### config.mk
export PLATFORM = sky130hd
export DESIGN_NAME = ap2d_fifo
export DESIGN_NICKNAME = d
export VERILOG_FILES = /design/src/ap2d_fifo.sv
export SDC_FILE = /design/constraint.sdc
export NUM_CORES = 1
export LEC_CHECK = 0
export BUFFER_PORTS_ARGS = -buffer_cell sky130_fd_sc_hd__clkbuf_2
export CORE_UTILIZATION = 54
export CTS_CLUSTER_SIZE = 28
export DETAILED_ROUTE_END_ITERATION = 6
export GPL_ROUTABILITY_DRIVEN = 0
export MAX_ROUTING_LAYER = met4
export PLACE_DENSITY = 0.84
export SLEW_MARGIN = 20
export SYNTH_ARGS = -nofsm -noshare
export SYNTH_HDL_FRONTEND = slang
export SYNTH_SLANG_ARGS = --single-unit
### constraint.sdc
create_clock -name clk -period 2.05 [get_ports clk]
set_input_delay 0.205 -clock clk [delete_from_list [all_inputs] [get_ports clk]]
set_output_delay 0.205 -clock clk [all_outputs]
set_load 0.05 [all_outputs]
### src/ap2d_fifo.sv
`timescale 1ns / 1ps
// ----------------------------------------------------------------------------
// ap2d_fifo
// Small register FIFO with occupancy count; first-word fall-through.
// ----------------------------------------------------------------------------
module ap2d_fifo #(
	parameter int WIDTH = 8,
	parameter int DEPTH = 4
) (
	input  logic                       clk,
	input  logic                       arst_n,
	input  logic                       push,
	input  logic [WIDTH-1:0]           wdata,
	input  logic                       pop,
	output logic [WIDTH-1:0]           rdata,
	output logic                       empty,
	output logic                       full,
	output logic [$clog2(DEPTH+1)-1:0] count
);

	localparam int AW = $clog2(DEPTH);
	localparam int NW = $clog2(DEPTH+1);

	logic [WIDTH-1:0] data_q [DEPTH];
	logic [AW-1:0]    wr_ptr_q, rd_ptr_q;
	logic [NW-1:0]    count_q;
	logic             do_push, do_pop;

	assign do_push = push && (count_q != NW'(DEPTH));
	assign do_pop  = pop && (count_q != '0);

	always_ff @(posedge clk) begin
		if (do_push) begin
			data_q[wr_ptr_q] <= wdata;
		end
	end

	always_ff @(posedge clk or negedge arst_n) begin
		if (!arst_n) begin
			wr_ptr_q <= '0;
			rd_ptr_q <= '0;
			count_q  <= '0;
		end else begin
			if (do_push) begin
				wr_ptr_q <= wr_ptr_q + AW'(1);
			end
			if (do_pop) begin
				rd_ptr_q <= rd_ptr_q + AW'(1);
			end
			if (do_push && !do_pop) begin
				count_q <= count_q + NW'(1);
			end else if (do_pop && !do_push) begin
				count_q <= count_q - NW'(1);
			end
		end
	end

	assign rdata = data_q[rd_ptr_q];
	assign empty = (count_q == '0);
	assign full  = (count_q == NW'(DEPTH));
	assign count = count_q;

endmodule

==> flow_metrics.tcl <==
set metrics [dict create \
    dp_hpwl_mm 1.67 \
    setup_tns_ps 0 \
    synth_warnings 0 \
    drv_slew 0 \
    ff2ff_setup_slack_ps 140 \
    end_kind "register" \
    hold_end "data_q[3][7]$_DFFE_PP_" \
    die_w_um 56.2 \
    layout_commonest_cell "edfxtp_1" \
    nNetsFinal 127 \
    min_path_type "in2reg" \
    drive_gt1_frac 0.527 \
    antenna_found_initial 0 \
    min_period_ps 1910 \
    antenna_left 0 \
    finalCoreUtilization 0.683 \
    cp_slowest_cell "dfrtp_2" \
    clock_latency_ps 340 \
    fin_worst_skew_ps 6.86 \
    run_status "completed" \
    hold_start "wdata[7]" \
    dr.pass1.iters 4 \
    worstMarginPinSlew_ps 424 \
    cp.required_ps 2320 \
    cts_tree "built" \
    drc_errors 0 \
    flow.area_growth_from_synthesis_pct 19.6 \
    dp_slack_ps 89.0 \
    rows 19 \
    clockBufferDepth 2 \
    path_clk_slew_ps 120 \
    crit_cells 8 \
    core-area_mm2 0.00278 \
    worst_r2r_endpoint "count[2]$_DFFE_PN0P_" \
    syn_inst 77 \
    worstReg2RegStart "count[1]$_DFFE_PN0P_" \
    rr_worst_depth 8 \
    yosysSeqAreaShare 0.715 \
    wl_per_cell_um 17.7 \
    die_area_mm2 0.00316 \
    setup_violations 0 \
    relSlewSlack 0.717 \
    critPathMaxFanout 5 \
    antenna_cells 0 \
    track_usage 0.187 \
    whs_path_depth 1 \
    cpMostUsedCell "xor2_1" \
    synth_seq_cells 39 \
    crit_chain "nor3_4 > nand2b_4 > ha_4 > inv_2 > fa_1 > xor2_1 > nor2_1 > xor2_1" \
    cts.sinks 39 \
    worstPathArrival_ps 2180 \
    avgSynthCellArea_um2 20.6 \
    viasPerCell 5.46 \
    boundaryPins 25 \
    cp_top_family "simple AND/OR/NAND/NOR gates" \
    initial_core_util 0.571 \
    max_cap_viol_count 0 \
    layout_common_cells "32 x edfxtp_1, 24 x clkbuf_2, 8 x mux4_2" \
    numCtsBuffers 5 \
    ys_types 20 \
    drt-total-wl_mm 2.50 \
    h-tree-depth 2 \
    portBuffers 24 \
    rsz0062_at_grt "no" \
    hold_viol_final 0 \
    max_freq_mhz 524 \
    setup_slack_ps 141 \
    post-route-period-util 0.931 \
    cp_slowest_stage_delay_ps 490 \
    synth_area_mm2 0.00159 \
    critPathLaunchType "register" \
    grt-ovfl-total 0 \
    grt_pass1_vias 819 \
    critPathBufInv 1 \
    critPathKind "reg2reg" \
    grt_max_degree 14 \
    die_y_um 56.2 \
    ctsRootBufferMaster "clkbuf_4" \
    vias 770 \
    grt_pass1_wl_mm 4.02 \
    synth.net_count 95 \
    drtIter0Drc 19 \
]
## worst max path at each step
stage,startpoint,end,slack (ps)
4_1_cts,count[1]$_DFFE_PN0P_,count[2]$_DFFE_PN0P_,60
6_report,count[1]$_DFFE_PN0P_,count[2]$_DFFE_PN0P_,140
3_5_place_dp,count[1]$_DFFE_PN0P_,count[2]$_DFFE_PN0P_,90
5_1_grt,count[1]$_DFFE_PN0P_,count[2]$_DFFE_PN0P_,30
3_3_place_gp,count[1]$_DFFE_PN0P_,count[2]$_DFFE_PN0P_,200
2_1_floorplan,count[2]$_DFFE_PN0P_,count[1]$_DFFE_PN0P_,-290
## sequential cells by signal (all words and copies together), names as in the netlist
register and count:
data_q 32, rd_ptr_q 2, count 3, wr_ptr_q 2
## through the flow
stage          instance area [um2]  cells  hold WS [ps]
5_1_grt                       1900    141          64.5
3_5_place_dp                  1780    132          52.7
3_3_place_gp                  1780    132          47.5
2_1_floorplan                 1620     77         -90.6
6_report                      1900    141          73.9
4_1_cts                       1890    141          65.0
## area by class of cell
type	instances	area (um2)
flip-flops and latches	39	1140
fillers	186	881
multi-input cells	32	453
repair buffers	28	153
clock inverters	3	67.6
well taps	31	38.8
clock buffers	5	37.5
inverters	3	11.3
## timing repair
| item | in CTS | in global routing |
|---|---|---|
| hold buffers | 1 | 0 |
| setup endpoints to repair | 0 | 1 |
| gates resized for setup | 0 | 1 |
| buffers inserted | 0 | 0 |
| endpoints found under the hold margin | 7 | 0 |
## per-layer routing
layer / GRT usage / vias up / wire length, um / share of wire
li1: - / 358 / - / -
met1: 0.234 / 389 / 1060 / 0.42
met2: 0.281 / 19 / 1290 / 0.52
met3: 0.0535 / 4 / 108 / 0.043
met4: 0.0941 / 0 / 41 / 0.016
met5: - / - / 0 / 0
## worst register-to-register path: cells and delay by family, from the launching register on
kind / cells / cell delay, ps
xor+xnor: 2 / 300
simple gates: 3 / 510
flops: 1 / 490
buf+inv: 1 / 30
fa+ha+maj: 2 / 500
## logic make-up after synthesis
| family | Yosys count | synth area share |
|---|---|---|
| xor+xnor | 6 | 0.0331 |
| fa+ha+maj | 6 | 0.0520 |
| buf+inv | 6 | 0.0197 |
| flops | 39 | 0.715 |
| mux | 10 | 0.130 |
| simple gates | 10 | 0.0504 |
## cell usage after synthesis (all sizes together)
master	instances	area share
mux2	2	0.017
nor3b	1	0.012
buf	2	0.010
edfxtp	32	0.60
nor2b	1	0.0055
and2	4	0.019
xnor2	4	0.022
ha	5	0.039
xor2	2	0.011
nor3	1	0.0031
nand2b	1	0.0039
nor2	1	0.0024
dfrtp	7	0.11
nand3b	1	0.0047
fa	1	0.013
mux4	8	0.11
inv	3	0.0071
clkbuf	1	0.0024
Power is not shown: default switching activity piles up to over one toggle a cycle in this logic, so the estimate is an artifact.
