## config.mk

```make
export PLATFORM = sky130hd
export DESIGN_NAME = ap2d_front
export DESIGN_NICKNAME = d
export VERILOG_FILES = /design/src/ap2d_pkg.sv /design/src/ap2d_front.sv
export SDC_FILE = /design/constraint.sdc
export NUM_CORES = 1
export LEC_CHECK = 0
export ABC_CLOCK_PERIOD_IN_PS = 4100
export BUFFER_PORTS_ARGS = -buffer_cell sky130_fd_sc_hd__buf_2
export CAP_MARGIN = 10
export CELL_PAD_IN_SITES_DETAIL_PLACEMENT = 1
export CELL_PAD_IN_SITES_GLOBAL_PLACEMENT = 1
export CORE_ASPECT_RATIO = 1.25
export CORE_MARGIN = 2
export CORE_UTILIZATION = 44
export DETAILED_ROUTE_END_ITERATION = 10
export HOLD_SLACK_MARGIN = 0.08
export PLACE_DENSITY = 0.84
export SYNTH_ARGS = -nofsm -noshare
export SYNTH_HDL_FRONTEND = slang
export SYNTH_SLANG_ARGS = --single-unit
```

## constraint.sdc

```tcl
create_clock -name clk -period 4.1 [get_ports clk]
set_input_delay 0.82 -clock clk [delete_from_list [all_inputs] [get_ports clk]]
set_output_delay 0.82 -clock clk [all_outputs]
set_load 0.005 [all_outputs]
```

## src/ap2d_pkg.sv

```systemverilog
`timescale 1ns / 1ps
// ----------------------------------------------------------------------------
// ap2d_pkg
// Shared types, constants and helpers of the 2-D average pooling block.
// ----------------------------------------------------------------------------
package ap2d_pkg;

	// Register field widths
	localparam int IMG_W_BITS   = 11;
	localparam int IMG_H_BITS   = 11;
	localparam int WIN_BITS     = 4;
	localparam int SCALE_BITS   = 17;
	localparam int PLANE_BITS   = 16;
	localparam int CFG_IDX_BITS = 3;
	localparam int CFG_DATA_BITS = 17;

	// Compare width for position checks (holds every limit plus one)
	localparam int CMP_W = 17;

	// Fraction bits of the reciprocal
	localparam int FRAC_BITS = 16;

	// Parameter defaults
	localparam int MAX_WIDTH_DEF   = 1024;
	localparam int MAX_WINDOW_DEF  = 8;
	localparam int SAMPLE_BITS_DEF = 16;

	// Queue depths (powers of two)
	localparam int MID_DEPTH = 4;
	localparam int OUT_DEPTH = 8;

	// Reset values of the registers
	localparam logic [IMG_W_BITS-1:0] IMG_W_RST   = 11'd2;
	localparam logic [IMG_H_BITS-1:0] IMG_H_RST   = 11'd2;
	localparam logic [WIN_BITS-1:0]   WIN_W_RST   = 4'd2;
	localparam logic [WIN_BITS-1:0]   WIN_H_RST   = 4'd2;
	localparam logic [SCALE_BITS-1:0] SCALE_RST   = 17'd16384;
	localparam logic [PLANE_BITS-1:0] PLANE_T_RST = 16'd1;

	typedef enum logic [CFG_IDX_BITS-1:0] {
		CFG_IMAGE_WIDTH   = 3'd0,
		CFG_IMAGE_HEIGHT  = 3'd1,
		CFG_WINDOW_WIDTH  = 3'd2,
		CFG_WINDOW_HEIGHT = 3'd3,
		CFG_SCALE_RECIP   = 3'd4,
		CFG_PLANE_TOTAL   = 3'd5
	} cfg_reg_e;

	// Plane geometry as handed to the front end
	typedef struct packed {
		logic [IMG_W_BITS-1:0] image_width;
		logic [IMG_H_BITS-1:0] image_height;
		logic [WIN_BITS-1:0]   window_width;
		logic [WIN_BITS-1:0]   window_height;
		logic [PLANE_BITS-1:0] plane_total;
	} geom_t;

	// Per-sample classification from the front end
	typedef struct packed {
		logic first;      // first sample of this window: sum restarts
		logic emit;       // window complete, produce a result
		logic plane_done;
		logic job_done;
	} ctl_t;

	localparam int CTL_BITS = $bits(ctl_t);

	// Zero acts as 1, anything above hi acts as hi
	function automatic logic [CMP_W-1:0] clamp_val(input logic [CMP_W-1:0] v,
		input logic [CMP_W-1:0] hi);
		logic [CMP_W-1:0] r;
		if (v == '0) begin
			r = {{(CMP_W-1){1'b0}}, 1'b1};
		end else if (v > hi) begin
			r = hi;
		end else begin
			r = v;
		end
		return r;
	endfunction

endpackage

```

## src/ap2d_front.sv

```systemverilog
`timescale 1ns / 1ps
// ----------------------------------------------------------------------------
// ap2d_front
// Raster position tracking: tags each accepted sample with its line-store
// column and window flags.
// ----------------------------------------------------------------------------
module ap2d_front #(
	parameter int MAX_WIDTH   = ap2d_pkg::MAX_WIDTH_DEF,
	parameter int MAX_WINDOW  = ap2d_pkg::MAX_WINDOW_DEF
) (
	input  logic                         clk,
	input  logic                         arst_n,
	input  logic                         take,
	input  ap2d_pkg::geom_t              geom,
	output logic [$clog2(MAX_WIDTH)-1:0] slot,
	output ap2d_pkg::ctl_t               ctl
);
	import ap2d_pkg::*;

	localparam int CW = $clog2(MAX_WIDTH);
	localparam int WW = $clog2(MAX_WINDOW);

	logic [CW-1:0]         col_pos_q, out_col_q;
	logic [WW-1:0]         col_win_q, row_win_q;
	logic [IMG_H_BITS-1:0] row_pos_q;
	logic [PLANE_BITS-1:0] plane_q;

	logic [CMP_W-1:0] iw, ih, ww, wh, pt;
	logic last_col_in_win, last_col, last_row_in_win, last_row, last_plane;

	always_comb begin
		iw = clamp_val(CMP_W'(geom.image_width), CMP_W'(MAX_WIDTH));
		ih = clamp_val(CMP_W'(geom.image_height), CMP_W'(2**IMG_H_BITS - 1));
		ww = clamp_val(CMP_W'(geom.window_width), CMP_W'(MAX_WINDOW));
		wh = clamp_val(CMP_W'(geom.window_height), CMP_W'(MAX_WINDOW));
		pt = clamp_val(CMP_W'(geom.plane_total), CMP_W'(2**PLANE_BITS - 1));

		last_col_in_win = (CMP_W'(col_win_q) + CMP_W'(1)) >= ww;
		last_col        = (CMP_W'(col_pos_q) + CMP_W'(1)) >= iw;
		last_row_in_win = (CMP_W'(row_win_q) + CMP_W'(1)) >= wh;
		last_row        = (CMP_W'(row_pos_q) + CMP_W'(1)) >= ih;
		last_plane      = (CMP_W'(plane_q) + CMP_W'(1)) >= pt;

		slot           = out_col_q;
		ctl.first      = (row_win_q == '0) && (col_win_q == '0);
		// cut-off windows close on the last column or the last row
		ctl.emit       = (last_col_in_win || last_col) && (last_row_in_win || last_row);
		ctl.plane_done = last_col && last_row;
		ctl.job_done   = last_col && last_row && last_plane;
	end

	always_ff @(posedge clk or negedge arst_n) begin
		if (!arst_n) begin
			col_pos_q <= '0;
			out_col_q <= '0;
			col_win_q <= '0;
			row_win_q <= '0;
			row_pos_q <= '0;
			plane_q   <= '0;
		end else if (take) begin
			if (last_col) begin
				col_pos_q <= '0;
				col_win_q <= '0;
				out_col_q <= '0;
				if (last_row) begin
					row_pos_q <= '0;
					row_win_q <= '0;
					plane_q   <= last_plane ? '0 : plane_q + PLANE_BITS'(1);
				end else begin
					row_pos_q <= row_pos_q + IMG_H_BITS'(1);
					row_win_q <= last_row_in_win ? '0 : row_win_q + WW'(1);
				end
			end else begin
				col_pos_q <= col_pos_q + CW'(1);
				if (last_col_in_win) begin
					col_win_q <= '0;
					out_col_q <= out_col_q + CW'(1);
				end else begin
					col_win_q <= col_win_q + WW'(1);
				end
			end
		end
	end

endmodule

```

==> metrics.txt, run 1 <==
# TYPE chip_impl_metric gauge
chip_impl_metric{name="cts_htree_levels",unit=""} 2
chip_impl_info{name="hold_path.class",value="reg2reg"} 1
chip_impl_metric{name="synth.avg_cell_area",unit="um^2"} 8.627
chip_impl_metric{name="finalWeightedCongestion",unit=""} 0.8590
chip_impl_info{name="timing.setup.critical_path_class",value="reg2out"} 1
chip_impl_metric{name="critical_path_peak_fanout",unit=""} 5
chip_impl_info{name="clock_tree.root_cell",value="clkbuf_16"} 1
chip_impl_metric{name="synth_async_sr_flop_share",unit=""} 1.000
chip_impl_metric{name="postLayoutCoreUtil",unit=""} 0.5517
chip_impl_metric{name="reg2reg_setup_slack",unit="ps"} 410
chip_impl_metric{name="final.setup.tns",unit="ps"} -35.91
chip_impl_metric{name="path_clk_slew",unit="ps"} 70
chip_impl_metric{name="finalSetupViolCount",unit=""} 1
chip_impl_metric{name="power_density_over_cell_area",unit="nW/um^2"} 366.1
chip_impl_metric{name="tritoncts.num_buffers",unit=""} 5
chip_impl_metric{name="rows",unit=""} 40
chip_impl_metric{name="final_net_count",unit=""} 697
chip_impl_metric{name="antennaDiodeCount",unit=""} 0
chip_impl_metric{name="fmax_achieved",unit="MHz"} 241.8
chip_impl_metric{name="max_slew_margin",unit=""} 0.5329
chip_impl_metric{name="via_count_of_the_first_global_routing_pass",unit=""} 4501
chip_impl_metric{name="maxCapViolations",unit=""} 0
chip_impl_metric{name="clock_insertion_delay_worst_skew",unit="ps"} 300
chip_impl_metric{name="starting_density_of_the_core",unit=""} 0.4516
chip_impl_info{name="clock_tree_from_tritoncts",value="done"} 1
chip_impl_metric{name="detail_route.vias_per_cell",unit=""} 5.742
chip_impl_metric{name="ys_warn_count",unit=""} 0
chip_impl_metric{name="finalMaxSlewViolations",unit=""} 0
chip_impl_metric{name="postLayoutSetupSlackWorst",unit="ps"} -35.91
chip_impl_info{name="rsz0062_at_grt",value="true"} 1
chip_impl_metric{name="fin_skew",unit="ps"} 5.247
chip_impl_metric{name="port_buffers",unit=""} 62
chip_impl_info{name="yosysTopAreaCell",value="dfrtp_1"} 1
chip_impl_metric{name="synthesis.area",unit="um^2"} 4339
chip_impl_metric{name="drt-pass1-iter-count",unit=""} 4
chip_impl_metric{name="sequential_cell_area",unit="um^2"} 1331
chip_impl_metric{name="final_cycle_share",unit=""} 1.009
chip_impl_info{name="worst_r2r_endpoint",value="plane_q[13]"} 1
chip_impl_metric{name="final_period_minus_worst_setup_slack",unit="ps"} 4136
chip_impl_metric{name="number_of_failing_hold_endpoints_at_the_final_stage",unit=""} 0
chip_impl_metric{name="vdd.ir_drop.worst",unit="mV"} 0.2594
chip_impl_metric{name="worst-r2r-cell-count",unit=""} 15
chip_impl_metric{name="ys_seq_elements",unit=""} 53
chip_impl_info{name="postSynth.topFlopCell",value="dfrtp_1"} 1
chip_impl_metric{name="die-width",unit="um"} 92.82
chip_impl_metric{name="floorplan.core_area",unit="um^2"} 9609
chip_impl_metric{name="globalRouteTotalUtil",unit=""} 0.2446
chip_impl_metric{name="boundaryPins",unit=""} 63
chip_impl_metric{name="antenna_found_initial",unit=""} 0
chip_impl_metric{name="synth_top_cell_area_share",unit=""} 0.3057
chip_impl_metric{name="post_drt_wl_per_cell",unit="um"} 17.75
chip_impl_info{name="yosys-top-cells-area",value="dfrtp_1 31%, ha_1 16%, nand2_1 6.0%"} 1
chip_impl_info{name="start_kind",value="flop"} 1
chip_impl_info{name="status",value="finished with violations"} 1
chip_impl_metric{name="worst_ep_required_time",unit="ps"} 3280
chip_impl_info{name="crit_end",value="ctl[0]"} 1
chip_impl_metric{name="route.final.wire_length",unit="um"} 12800
chip_impl_metric{name="leakage",unit="nW"} 2.693
chip_impl_metric{name="yosysSeqAreaShare",unit=""} 0.3057
chip_impl_info{name="crit_path_end_kind",value="output port"} 1
chip_impl_info{name="rr_startpoint",value="plane_q[1]"} 1
chip_impl_metric{name="synth_cell_types",unit=""} 56
chip_impl_metric{name="tritoncts_num_sinks",unit=""} 53
chip_impl_metric{name="die_area",unit="um^2"} 10680
chip_impl_metric{name="dp_hpwl",unit="um"} 9427
chip_impl_metric{name="layout-drive-gt1-share",unit=""} 0.2538
chip_impl_metric{name="filler_cell_count",unit=""} 1205
chip_impl_metric{name="hold_buffers",unit=""} 0
chip_impl_metric{name="syn-instance-count",unit=""} 503
chip_impl_metric{name="detailroute.via_count",unit=""} 4140
chip_impl_metric{name="max_slew.worst_pin.slew",unit="ps"} 700.6
chip_impl_info{name="failed_checks",value="setup timing"} 1
chip_impl_metric{name="clockBufferDepth",unit=""} 2
chip_impl_metric{name="grt_overflow",unit=""} 0
chip_impl_metric{name="synth_enable_flop_cells",unit=""} 0
chip_impl_metric{name="grt_pass1_wl",unit="um"} 21020
chip_impl_metric{name="die_height",unit="um"} 115.0
chip_impl_metric{name="synthesized_netlist_net_count",unit=""} 606
chip_impl_metric{name="ant_nets_after_route",unit=""} 0
chip_impl_metric{name="fin_total_pwr",unit="mW"} 1.941
chip_impl_info{name="critical_path_launch_point",value="plane_q[0]"} 1
chip_impl_metric{name="area_delta_synth_final",unit="%"} 22.17
chip_impl_metric{name="number_of_violations_reported_at_the_end_of_detailed_routing_iteration_0",unit=""} 116
chip_impl_metric{name="pin_count_of_the_biggest_net_entering_global_routing",unit=""} 31
chip_impl_metric{name="remaining_drc_errors",unit=""} 0
chip_impl_metric{name="worst-endpoint-arrival",unit="ps"} 3320
chip_impl_metric{name="multi_input_logic_area",unit="um^2"} 2964
==> cell type report <==
cell class	instances	share of cell area
flip-flops and latches	53	0.2511
inverters	38	0.02785
repair buffers	94	0.1050
well taps	126	0.02974
multi-input cells	402	0.5591
clock inverters	2	0.002832
clock buffers	6	0.02431
==> power by group <==
group / leakage, nW / switching (mW) / internal (mW) / total, mW
sequential: 0.712 / 0.100 / 0.607 / 0.708
clock: 0.0631 / 0.201 / 0.227 / 0.428
combinational: 1.92 / 0.440 / 0.365 / 0.805
==> registers in the layout, summed over array words and instances (netlist names) <==
| signal | cells |
|---|---|
| col_win_q | 3 |
| row_pos_q | 11 |
| row_win_q | 3 |
| plane_q | 16 |
| slot | 10 |
| col_pos_q | 10 |
==> per-layer routing <==
layer	global-route usage	part of all wire	up-vias
met3	0.03473	0.029	25
met2	0.4787	0.56	68
li1	-	-	1976
met5	0	0	-
met4	0.07255	0.020	0
met1	0.2713	0.39	2071
==> what timing repair did <==
item                       in CTS  in global routing
hold endpoints to repair        0                  0
setup buffers                   7                 13
setup endpoints to repair       3                  3
gates resized for setup        13                 21
pin swaps                       3                 15
==> worst min path at each step <==
stage	startpoint	end	depth (start not counted)
floorplan	slot[9]	slot[9]	1
global route	slot[9]	slot[9]	1
CTS	slot[9]	slot[9]	1
detailed placement	slot[9]	slot[9]	1
finish	slot[9]	slot[9]	1
global placement	slot[9]	slot[9]	1
==> through the flow <==
stage	instances	instance area, um^2	setup WS, ps	hold WS (ps)
5_1_grt	721	5301	-264.1	490.6
4_1_cts	708	5114	0.8882	472.4
3_5_place_dp	693	4856	35.01	459.9
3_3_place_gp	693	4856	223.5	456.1
2_1_floorplan	503	4339	272.1	466.6
6_report	721	5301	-35.91	465.4
==> cells in the mapped netlist (3+ instances only) <==
cell type  instances
dfrtp_1           53
nand2b_1           7
or2_2              3
nor3_1             5
o31ai_1            3
o2bb2ai_1          4
a22o_1            10
o21ai_1            5
inv_1             36
nand3_1           20
xor2_1            19
a21o_1             7
o21ai_0           47
o41ai_2            3
nor4_1             7
a31oi_1            3
nor2_1            33
nand4_1            6
clkbuf_1           7
ha_1              54
a21oi_1           15
xnor2_1           14
a32o_1             7
and3_1            22
nand2_1           69
nor2b_1            6
==> logic make-up (layout without fill, tap and decap cells) <==
kind of cell,after synthesis,in the layout,share of synthesized area
flops,53,53,0.3057
compound gates,121,121,0.2016
fa+ha+maj,54,54,0.1557
xor+xnor,33,33,0.06661
simple gates,191,191,0.2197
buf+inv,48,140,0.04354
mux,3,3,0.007209
==> critical path, cell delays in order (launching register included) <==
cell      delay [ps]
dfrtp_1          390
buf_4            120
buf_4            120
nand2_1          100
nor2_2           140
nand3_1          130
buf_4            180
nor2_1           160
xor2_1           120
ha_1             330
nand4_1          130
or4_4            550
o211ai_4         220
and3_4           220
buf_6             90
==> layout by cell type (no fill, tap or decap), drive strengths merged, types with 2 or more instances in the layout <==
| master | n |
|---|---|
| o21a | 2 |
| o21ai | 53 |
| a32o | 7 |
| nor3 | 5 |
| and2 | 2 |
| xor2 | 19 |
| a21o | 7 |
| a2111oi | 3 |
| a21oi | 16 |
| o2bb2ai | 4 |
| buf | 94 |
| ha | 54 |
| or2 | 3 |
| and3 | 22 |
| nor4 | 8 |
| a21boi | 2 |
| o41ai | 3 |
| nand4 | 6 |
| a41o | 2 |
| xnor2 | 14 |
| a22o | 10 |
| nand2b | 7 |
| nand3 | 21 |
| o31ai | 3 |
| clkbuf | 6 |
| nand2 | 70 |
| a31oi | 3 |
| nor2 | 35 |
| inv | 36 |
| nand3b | 2 |
| mux2i | 2 |
| clkinvlp | 2 |
| clkinv | 2 |
| dfrtp | 53 |
| nor2b | 6 |
No activity file was read; power rests on OpenSTA's default activity.
==> run 2, diff against run 1 <==
--- a/config.mk
+++ b/config.mk
@@ -14,8 +14,8 @@
 export CORE_MARGIN = 2
 export CORE_UTILIZATION = 44
 export DETAILED_ROUTE_END_ITERATION = 10
-export HOLD_SLACK_MARGIN = 0.08
-export PLACE_DENSITY = 0.84
+export HOLD_SLACK_MARGIN = 0.1
+export PLACE_DENSITY_LB_ADDON = 0.1
 export SYNTH_ARGS = -nofsm -noshare
 export SYNTH_HDL_FRONTEND = slang
 export SYNTH_SLANG_ARGS = --single-unit
==> metrics.txt, run 2 (same netlist as run 1, synthesis figures left out) <==
# TYPE chip_impl_metric gauge
chip_impl_metric{name="rows",unit=""} 40
chip_impl_metric{name="tritoncts.num_buffers",unit=""} 5
chip_impl_metric{name="clock_insertion_delay_worst_skew",unit="ps"} 300
chip_impl_metric{name="fin_skew",unit="ps"} 10.64
chip_impl_metric{name="dp_hpwl",unit="um"} 9420
chip_impl_metric{name="globalRouteTotalUtil",unit=""} 0.2362
chip_impl_metric{name="pre_cts_slack",unit="ps"} 7.520
chip_impl_metric{name="die_area",unit="um^2"} 10680
chip_impl_info{name="rsz0062_at_grt",value="true"} 1
chip_impl_metric{name="largest_register_ff_count",unit=""} 16
chip_impl_metric{name="worst-endpoint-arrival",unit="ps"} 3390
chip_impl_info{name="critical_path.slowest_cell",value="a222oi_1"} 1
chip_impl_metric{name="grt_overflow",unit=""} 0
chip_impl_metric{name="finalWeightedCongestion",unit=""} 0.8326
chip_impl_metric{name="starting_density_of_the_core",unit=""} 0.4516
chip_impl_metric{name="final_cell_area",unit="um^2"} 5236
chip_impl_metric{name="worst_ep_required_time",unit="ps"} 3280
chip_impl_metric{name="vdd.ir_drop.worst",unit="mV"} 0.2541
chip_impl_info{name="regMostFlops",value="plane_q"} 1
chip_impl_metric{name="finalSetupViolCount",unit=""} 1
chip_impl_info{name="rr_startpoint",value="col_pos_q[1]"} 1
chip_impl_info{name="critical_path_launch_point",value="plane_q[0]"} 1
chip_impl_metric{name="detailroute.via_count",unit=""} 4067
chip_impl_info{name="crit_path_end_kind",value="output port"} 1
chip_impl_metric{name="route.final.wire_length",unit="um"} 12440
chip_impl_metric{name="floorplan.core_area",unit="um^2"} 9609
chip_impl_metric{name="number_of_violations_reported_at_the_end_of_detailed_routing_iteration_0",unit=""} 73
chip_impl_info{name="final_common_cell",value="nand2_1"} 1
chip_impl_metric{name="path_clk_slew",unit="ps"} 70
chip_impl_metric{name="leakage",unit="nW"} 2.648
chip_impl_metric{name="boundaryPins",unit=""} 63
chip_impl_metric{name="grt_pass1_wl",unit="um"} 20600
chip_impl_metric{name="timing.critical_path.slowest_cell_delay",unit="ps"} 590
chip_impl_info{name="crit_end",value="ctl[0]"} 1
chip_impl_metric{name="post_drt_wl_per_cell",unit="um"} 17.43
chip_impl_metric{name="area_delta_synth_final",unit="%"} 20.67
chip_impl_info{name="start_kind",value="flop"} 1
chip_impl_metric{name="cts_htree_levels",unit=""} 2
chip_impl_metric{name="clockBufferDepth",unit=""} 2
chip_impl_metric{name="final_cycle_share",unit=""} 1.028
chip_impl_metric{name="max_slew_margin",unit=""} 0.3782
chip_impl_metric{name="port_buffers",unit=""} 62
chip_impl_metric{name="filler_cell_count",unit=""} 1182
chip_impl_info{name="crit_chain",value="ha_4 > nand3_4 > nor4_4 > nand2_1 > xnor2_1 > ha_1 > a211oi_2 > o221ai_1 > a222oi_1 > o211ai_4 > and3_4 > buf_6"} 1
chip_impl_metric{name="reg2reg_setup_slack",unit="ps"} 330
chip_impl_metric{name="die-width",unit="um"} 92.82
chip_impl_metric{name="drt-pass1-iter-count",unit=""} 4
chip_impl_metric{name="tritoncts_num_sinks",unit=""} 53
chip_impl_info{name="mostFrequentLayoutCells",value="69 x nand2_1, 61 x buf_2, 51 x ha_1"} 1
chip_impl_metric{name="m1_gr_usage",unit=""} 0.2678
chip_impl_metric{name="ant_nets_after_route",unit=""} 0
chip_impl_metric{name="antennaDiodeCount",unit=""} 0
chip_impl_info{name="failed_checks",value="setup timing"} 1
chip_impl_metric{name="fmax_achieved",unit="MHz"} 237.3
chip_impl_metric{name="postLayoutSetupSlackWorst",unit="ps"} -114.2
chip_impl_info{name="clock_tree_from_tritoncts",value="done"} 1
chip_impl_info{name="status",value="finished with violations"} 1
chip_impl_metric{name="finalMaxSlewViolations",unit=""} 0
chip_impl_metric{name="final_net_count",unit=""} 690
chip_impl_metric{name="hold-worst-slack",unit="ps"} 478.8
chip_impl_info{name="clock_tree.root_cell",value="clkbuf_16"} 1
chip_impl_metric{name="remaining_drc_errors",unit=""} 0
chip_impl_info{name="hold_path.class",value="reg2reg"} 1
chip_impl_metric{name="die_height",unit="um"} 115.0
chip_impl_metric{name="final_period_minus_worst_setup_slack",unit="ps"} 4214
chip_impl_metric{name="detail_route.vias_per_cell",unit=""} 5.696
chip_impl_metric{name="power_density_over_cell_area",unit="nW/um^2"} 378.1
chip_impl_info{name="timing.setup.critical_path_class",value="reg2out"} 1
chip_impl_metric{name="via_count_of_the_first_global_routing_pass",unit=""} 4440
chip_impl_info{name="layout_top_registers",value="plane_q (16), row_pos_q (11)"} 1
chip_impl_metric{name="number_of_failing_hold_endpoints_at_the_final_stage",unit=""} 0
chip_impl_info{name="worst_r2r_endpoint",value="plane_q[5]"} 1
chip_impl_info{name="worst_path_dominant_cell_family",value="compound AO/OA/AOI/OAI gates"} 1
chip_impl_metric{name="global_route.usage.met2",unit=""} 0.4667
chip_impl_metric{name="antenna_found_initial",unit=""} 0
chip_impl_info{name="gr-max-usage-layer",value="met2"} 1
chip_impl_metric{name="critical_path_depth",unit=""} 12
chip_impl_metric{name="critical_path_peak_fanout",unit=""} 4
chip_impl_metric{name="max_slew.worst_pin.slew",unit="ps"} 932.7
chip_impl_metric{name="post_place_instance_area",unit="um^2"} 4856
chip_impl_metric{name="postLayoutCoreUtil",unit=""} 0.5449
chip_impl_metric{name="worst-r2r-cell-count",unit=""} 14
chip_impl_metric{name="worstPathBufferInverterCount",unit=""} 1
chip_impl_metric{name="pin_count_of_the_biggest_net_entering_global_routing",unit=""} 41
chip_impl_metric{name="layout-drive-gt1-share",unit=""} 0.2398
chip_impl_metric{name="maxCapViolations",unit=""} 0
chip_impl_metric{name="use_met3",unit=""} 0.02949
-- run 2: worst min-delay path by stage --
| stage | startpoint | end | slack [ps] | depth (start not counted) |
|---|---|---|---|---|
| after floorplan | slot[9] | slot[9] | 470 | 1 |
| after global placement | slot[9] | slot[9] | 460 | 1 |
| after detailed placement | slot[9] | slot[9] | 460 | 1 |
| after CTS | slot[9] | slot[9] | 480 | 1 |
| after global routing | slot[9] | slot[9] | 500 | 1 |
| final | slot[9] | slot[9] | 480 | 1 |
-- run 2: repair_timing --
action / 4_1_cts / 5_1_grt
pin swaps: 4 / 13
endpoints found under the setup margin: 3 / 3
cloned: 0 / 0
setup buffers: 5 / 8
resized for setup: 14 / 16
hold buffers: 0 / 0
-- run 2: cell type report --
cell class | instances | area (um^2) | area share
inverters | 38 | 147.6 | 0.02820
well taps | 126 | 157.7 | 0.03011
clock buffers | 6 | 138.9 | 0.02652
flip-flops and latches | 53 | 1333 | 0.2545
multi-input cells | 402 | 2939 | 0.5613
repair buffers | 87 | 504.2 | 0.09630
clock inverters | 2 | 16.27 | 0.003106
-- run 2: per-layer routing --
| layer | share of wire | wire length (um) |
|---|---|---|
| met1 | 0.41 | 5127 |
| met2 | 0.55 | 6786 |
| met3 | 0.026 | 328 |
| met4 | 0.016 | 201 |
| met5 | 0 | 0 |
-- run 2: stage by stage --
| stage | setup TNS, ps | std cells | total power [mW] |
|---|---|---|---|
| finish | -114.2 | 714 | 1.980 |
| global route | -386.4 | 714 | 2.138 |
| CTS | 0 | 706 | 1.950 |
| detailed placement | 0 | 693 | 1.469 |
| global placement | 0 | 693 | 1.413 |
| floorplan | 0 | 503 | 1.208 |
-- run 2: where the power goes --
part           internal, mW  total (mW)  switching (mW)
clock                 0.246       0.445           0.200
sequential            0.607       0.713           0.106
combinational         0.375       0.821           0.446
total                  1.23        1.98           0.752
-- run 2: worst register-to-register path, delay by kind of cell (launching register included) --
kind | cells | cell delay (ps)
compound gates | 6 | 1560
simple gates | 3 | 720
fa+ha+maj | 2 | 520
flops | 1 | 420
buf+inv | 2 | 280
xor+xnor | 1 | 150
==> run 3, diff against run 2 <==
--- a/config.mk
+++ b/config.mk
@@ -5,14 +5,14 @@
 export SDC_FILE = /design/constraint.sdc
 export NUM_CORES = 1
 export LEC_CHECK = 0
-export ABC_CLOCK_PERIOD_IN_PS = 4100
+export ABC_CLOCK_PERIOD_IN_PS = 5200
 export BUFFER_PORTS_ARGS = -buffer_cell sky130_fd_sc_hd__buf_2
 export CAP_MARGIN = 10
 export CELL_PAD_IN_SITES_DETAIL_PLACEMENT = 1
 export CELL_PAD_IN_SITES_GLOBAL_PLACEMENT = 1
 export CORE_ASPECT_RATIO = 1.25
 export CORE_MARGIN = 2
-export CORE_UTILIZATION = 44
+export CORE_UTILIZATION = 47
 export DETAILED_ROUTE_END_ITERATION = 10
 export HOLD_SLACK_MARGIN = 0.1
 export PLACE_DENSITY_LB_ADDON = 0.1
==> constraint.sdc (replaced) <==
create_clock -name clk -period 5.2 [get_ports clk]
set_input_delay 1.04 -clock clk [delete_from_list [all_inputs] [get_ports clk]]
set_output_delay 1.04 -clock clk [all_outputs]
set_load 0.005 [all_outputs]
==> metrics.txt, run 3 (same netlist as run 1, synthesis figures left out) <==
# TYPE chip_impl_metric gauge
chip_impl_metric{name="critical_path_peak_fanout",unit=""} 10
chip_impl_metric{name="stdcell_count",unit=""} 689
chip_impl_metric{name="worstPathBufferInverterCount",unit=""} 1
chip_impl_info{name="clock_tree_from_tritoncts",value="done"} 1
chip_impl_metric{name="power_density_over_cell_area",unit="nW/um^2"} 306.5
chip_impl_info{name="hold_path.class",value="reg2reg"} 1
chip_impl_info{name="critical_path_s_most_frequent_cell",value="ha_1"} 1
chip_impl_metric{name="postLayoutCoreUtil",unit=""} 0.5466
chip_impl_metric{name="fin_skew",unit="ps"} 13.38
chip_impl_metric{name="vdd.ir_drop.worst",unit="mV"} 0.1743
chip_impl_metric{name="via_count_of_the_first_global_routing_pass",unit=""} 4382
chip_impl_metric{name="post_place_instance_area",unit="um^2"} 4785
chip_impl_metric{name="final_cell_area",unit="um^2"} 4961
chip_impl_info{name="final_common_cell",value="nand2_1"} 1
chip_impl_info{name="mostFrequentLayoutCells",value="69 x nand2_1, 62 x buf_2, 54 x ha_1"} 1
chip_impl_info{name="crit_path_end_kind",value="output port"} 1
chip_impl_metric{name="setup_fix_bufs_post_cts",unit=""} 0
chip_impl_metric{name="tritoncts_num_sinks",unit=""} 53
chip_impl_metric{name="drt-pass1-iter-count",unit=""} 4
chip_impl_metric{name="antenna_found_initial",unit=""} 0
chip_impl_metric{name="clockBufferDepth",unit=""} 2
chip_impl_metric{name="pin_count_of_the_biggest_net_entering_global_routing",unit=""} 54
chip_impl_metric{name="floorplan.core_area",unit="um^2"} 9076
chip_impl_metric{name="path_clk_slew",unit="ps"} 70
chip_impl_metric{name="worst-endpoint-arrival",unit="ps"} 3920
chip_impl_metric{name="finalWeightedCongestion",unit=""} 0.8462
chip_impl_metric{name="starting_density_of_the_core",unit=""} 0.4781
chip_impl_metric{name="leakage",unit="nW"} 2.536
chip_impl_info{name="critical_path.slowest_cell",value="a222oi_1"} 1
chip_impl_metric{name="detailroute.via_count",unit=""} 3954
chip_impl_metric{name="tritoncts.num_buffers",unit=""} 5
chip_impl_metric{name="max_slew_margin",unit=""} 0.4715
chip_impl_metric{name="largest_register_ff_count",unit=""} 16
chip_impl_metric{name="placed_cells_incl_taps",unit=""} 681
chip_impl_metric{name="ant_nets_after_route",unit=""} 0
chip_impl_metric{name="die-width",unit="um"} 89.94
chip_impl_metric{name="number_of_violations_reported_at_the_end_of_detailed_routing_iteration_0",unit=""} 127
chip_impl_metric{name="grt_pass1_wl",unit="um"} 19980
chip_impl_metric{name="globalRouteTotalUtil",unit=""} 0.2395
chip_impl_metric{name="route.final.wire_length",unit="um"} 11200
chip_impl_metric{name="die_area",unit="um^2"} 10020
chip_impl_metric{name="dp_hpwl",unit="um"} 9058
chip_impl_metric{name="hold_buffers",unit=""} 0
chip_impl_metric{name="max_slew.worst_pin.slew",unit="ps"} 789.8
chip_impl_metric{name="finalMaxSlewViolations",unit=""} 0
chip_impl_metric{name="remaining_drc_errors",unit=""} 0
chip_impl_metric{name="filler_cell_count",unit=""} 1135
chip_impl_metric{name="port_buffers",unit=""} 62
chip_impl_metric{name="detail_route.vias_per_cell",unit=""} 5.739
chip_impl_metric{name="number_of_failing_hold_endpoints_at_the_final_stage",unit=""} 0
chip_impl_metric{name="post_drt_wl_per_cell",unit="um"} 16.25
chip_impl_info{name="timing.setup.critical_path_class",value="reg2out"} 1
chip_impl_metric{name="clock_insertion_delay_worst_skew",unit="ps"} 300
chip_impl_metric{name="die_height",unit="um"} 111.4
chip_impl_metric{name="grt_overflow",unit=""} 0
chip_impl_info{name="crit_chain",value="ha_1 > nand3_1 > nor4_2 > nand2_1 > xnor2_1 > ha_1 > a211oi_2 > o221ai_1 > a222oi_1 > o211ai_4 > and3_1 > buf_2"} 1
chip_impl_metric{name="final_period_minus_worst_setup_slack",unit="ps"} 4955
chip_impl_metric{name="postLayoutSetupSlackWorst",unit="ps"} 244.6
chip_impl_info{name="clock_tree.root_cell",value="clkbuf_16"} 1
chip_impl_metric{name="rows",unit=""} 39
chip_impl_metric{name="pre_cts_slack",unit="ps"} 639.5
chip_impl_metric{name="cts_htree_levels",unit=""} 2
chip_impl_metric{name="fmax_achieved",unit="MHz"} 201.8
chip_impl_metric{name="final_net_count",unit=""} 668
chip_impl_metric{name="area_delta_synth_final",unit="%"} 14.33
chip_impl_info{name="status",value="finished clean"} 1
chip_impl_metric{name="timing.critical_path.slowest_cell_delay",unit="ps"} 530
chip_impl_metric{name="boundaryPins",unit=""} 63
chip_impl_metric{name="worst_ep_required_time",unit="ps"} 4160
chip_impl_metric{name="final_cycle_share",unit=""} 0.9530
chip_impl_metric{name="finalSetupViolCount",unit=""} 0
chip_impl_metric{name="maxCapViolations",unit=""} 0
chip_impl_info{name="regMostFlops",value="plane_q"} 1
chip_impl_info{name="start_kind",value="flop"} 1
chip_impl_info{name="layout_top_registers",value="plane_q (16), row_pos_q (11)"} 1
chip_impl_metric{name="antennaDiodeCount",unit=""} 0
chip_impl_metric{name="layout-drive-gt1-share",unit=""} 0.1731
chip_impl_info{name="worst_path_dominant_cell_family",value="simple AND/OR/NAND/NOR gates"} 1
-- run 3: changes by cell type in the layout (fill, tap and decap cells not counted), moves of 2 or more --
cell / before / now
buf_4: 25 / 3
and3_1: 16 / 22
dfrtp_1: 48 / 53
dfrtp_2: 5 / 0
and3_4: 4 / 0
ha_1: 51 / 54
and3_2: 2 / 0
ha_4: 2 / 0
nand3_1: 18 / 20
nor2_1: 30 / 32
-- run 3: repair_timing --
item	CTS	global route
gates resized for setup	0	1
hold endpoints to repair	0	0
setup endpoints to repair	0	1
-- run 3: area by class of cell --
type / instances / area [um^2] / share of cell area
Timing Repair Buffer: 65 / 332.8 / 0.06709
Clock buffer: 5 / 125.1 / 0.02522
Clock inverter: 3 / 48.80 / 0.009836
Sequential cell: 53 / 1326 / 0.2673
Multi-Input combinational cell: 402 / 2826 / 0.5697
Inverter: 38 / 147.6 / 0.02976
Tap cell: 123 / 153.9 / 0.03102
-- run 3: report_power, final --
| group | internal (mW) | switching, mW | total [mW] |
|---|---|---|---|
| logic | 0.257 | 0.313 | 0.570 |
| registers | 0.477 | 0.0838 | 0.561 |
| clock network | 0.231 | 0.159 | 0.389 |
-- run 3: path summary, 6_finish.rpt --
check	start	to	slack [ps]	cells after the start
setup reg to reg	col_pos_q[0]	slot[7]	1190	13
setup / recovery	plane_q[0]	ctl[0]	240	12
max in group asynchronous	arst_n	plane_q[0]	3870	2
hold reg to reg	slot[9]	slot[9]	470	1
hold / removal	slot[9]	slot[9]	470	1
min in group asynchronous	arst_n	row_pos_q[3]	860	2
-- run 3: routing by layer --
layer / global-route usage / routed length (um) / part of all wire
met1: 0.2683 / 4488 / 0.40
met2: 0.4672 / 6168 / 0.55
met3: 0.02571 / 227 / 0.020
met4: 0.08308 / 310 / 0.028
met5: 0 / 0 / 0
-- run 3: per-stage QoR --
step | hold WS, ps | power, mW | TNS (ps)
5_1_grt | 510.8 | 1.648 | -15.73
2_1_floorplan | 466.6 | 0.9526 | 0
3_3_place_gp | 462.6 | 1.105 | 0
4_1_cts | 479.9 | 1.540 | 0
6_report | 473.7 | 1.520 | 0
3_5_place_dp | 467.9 | 1.145 | 0
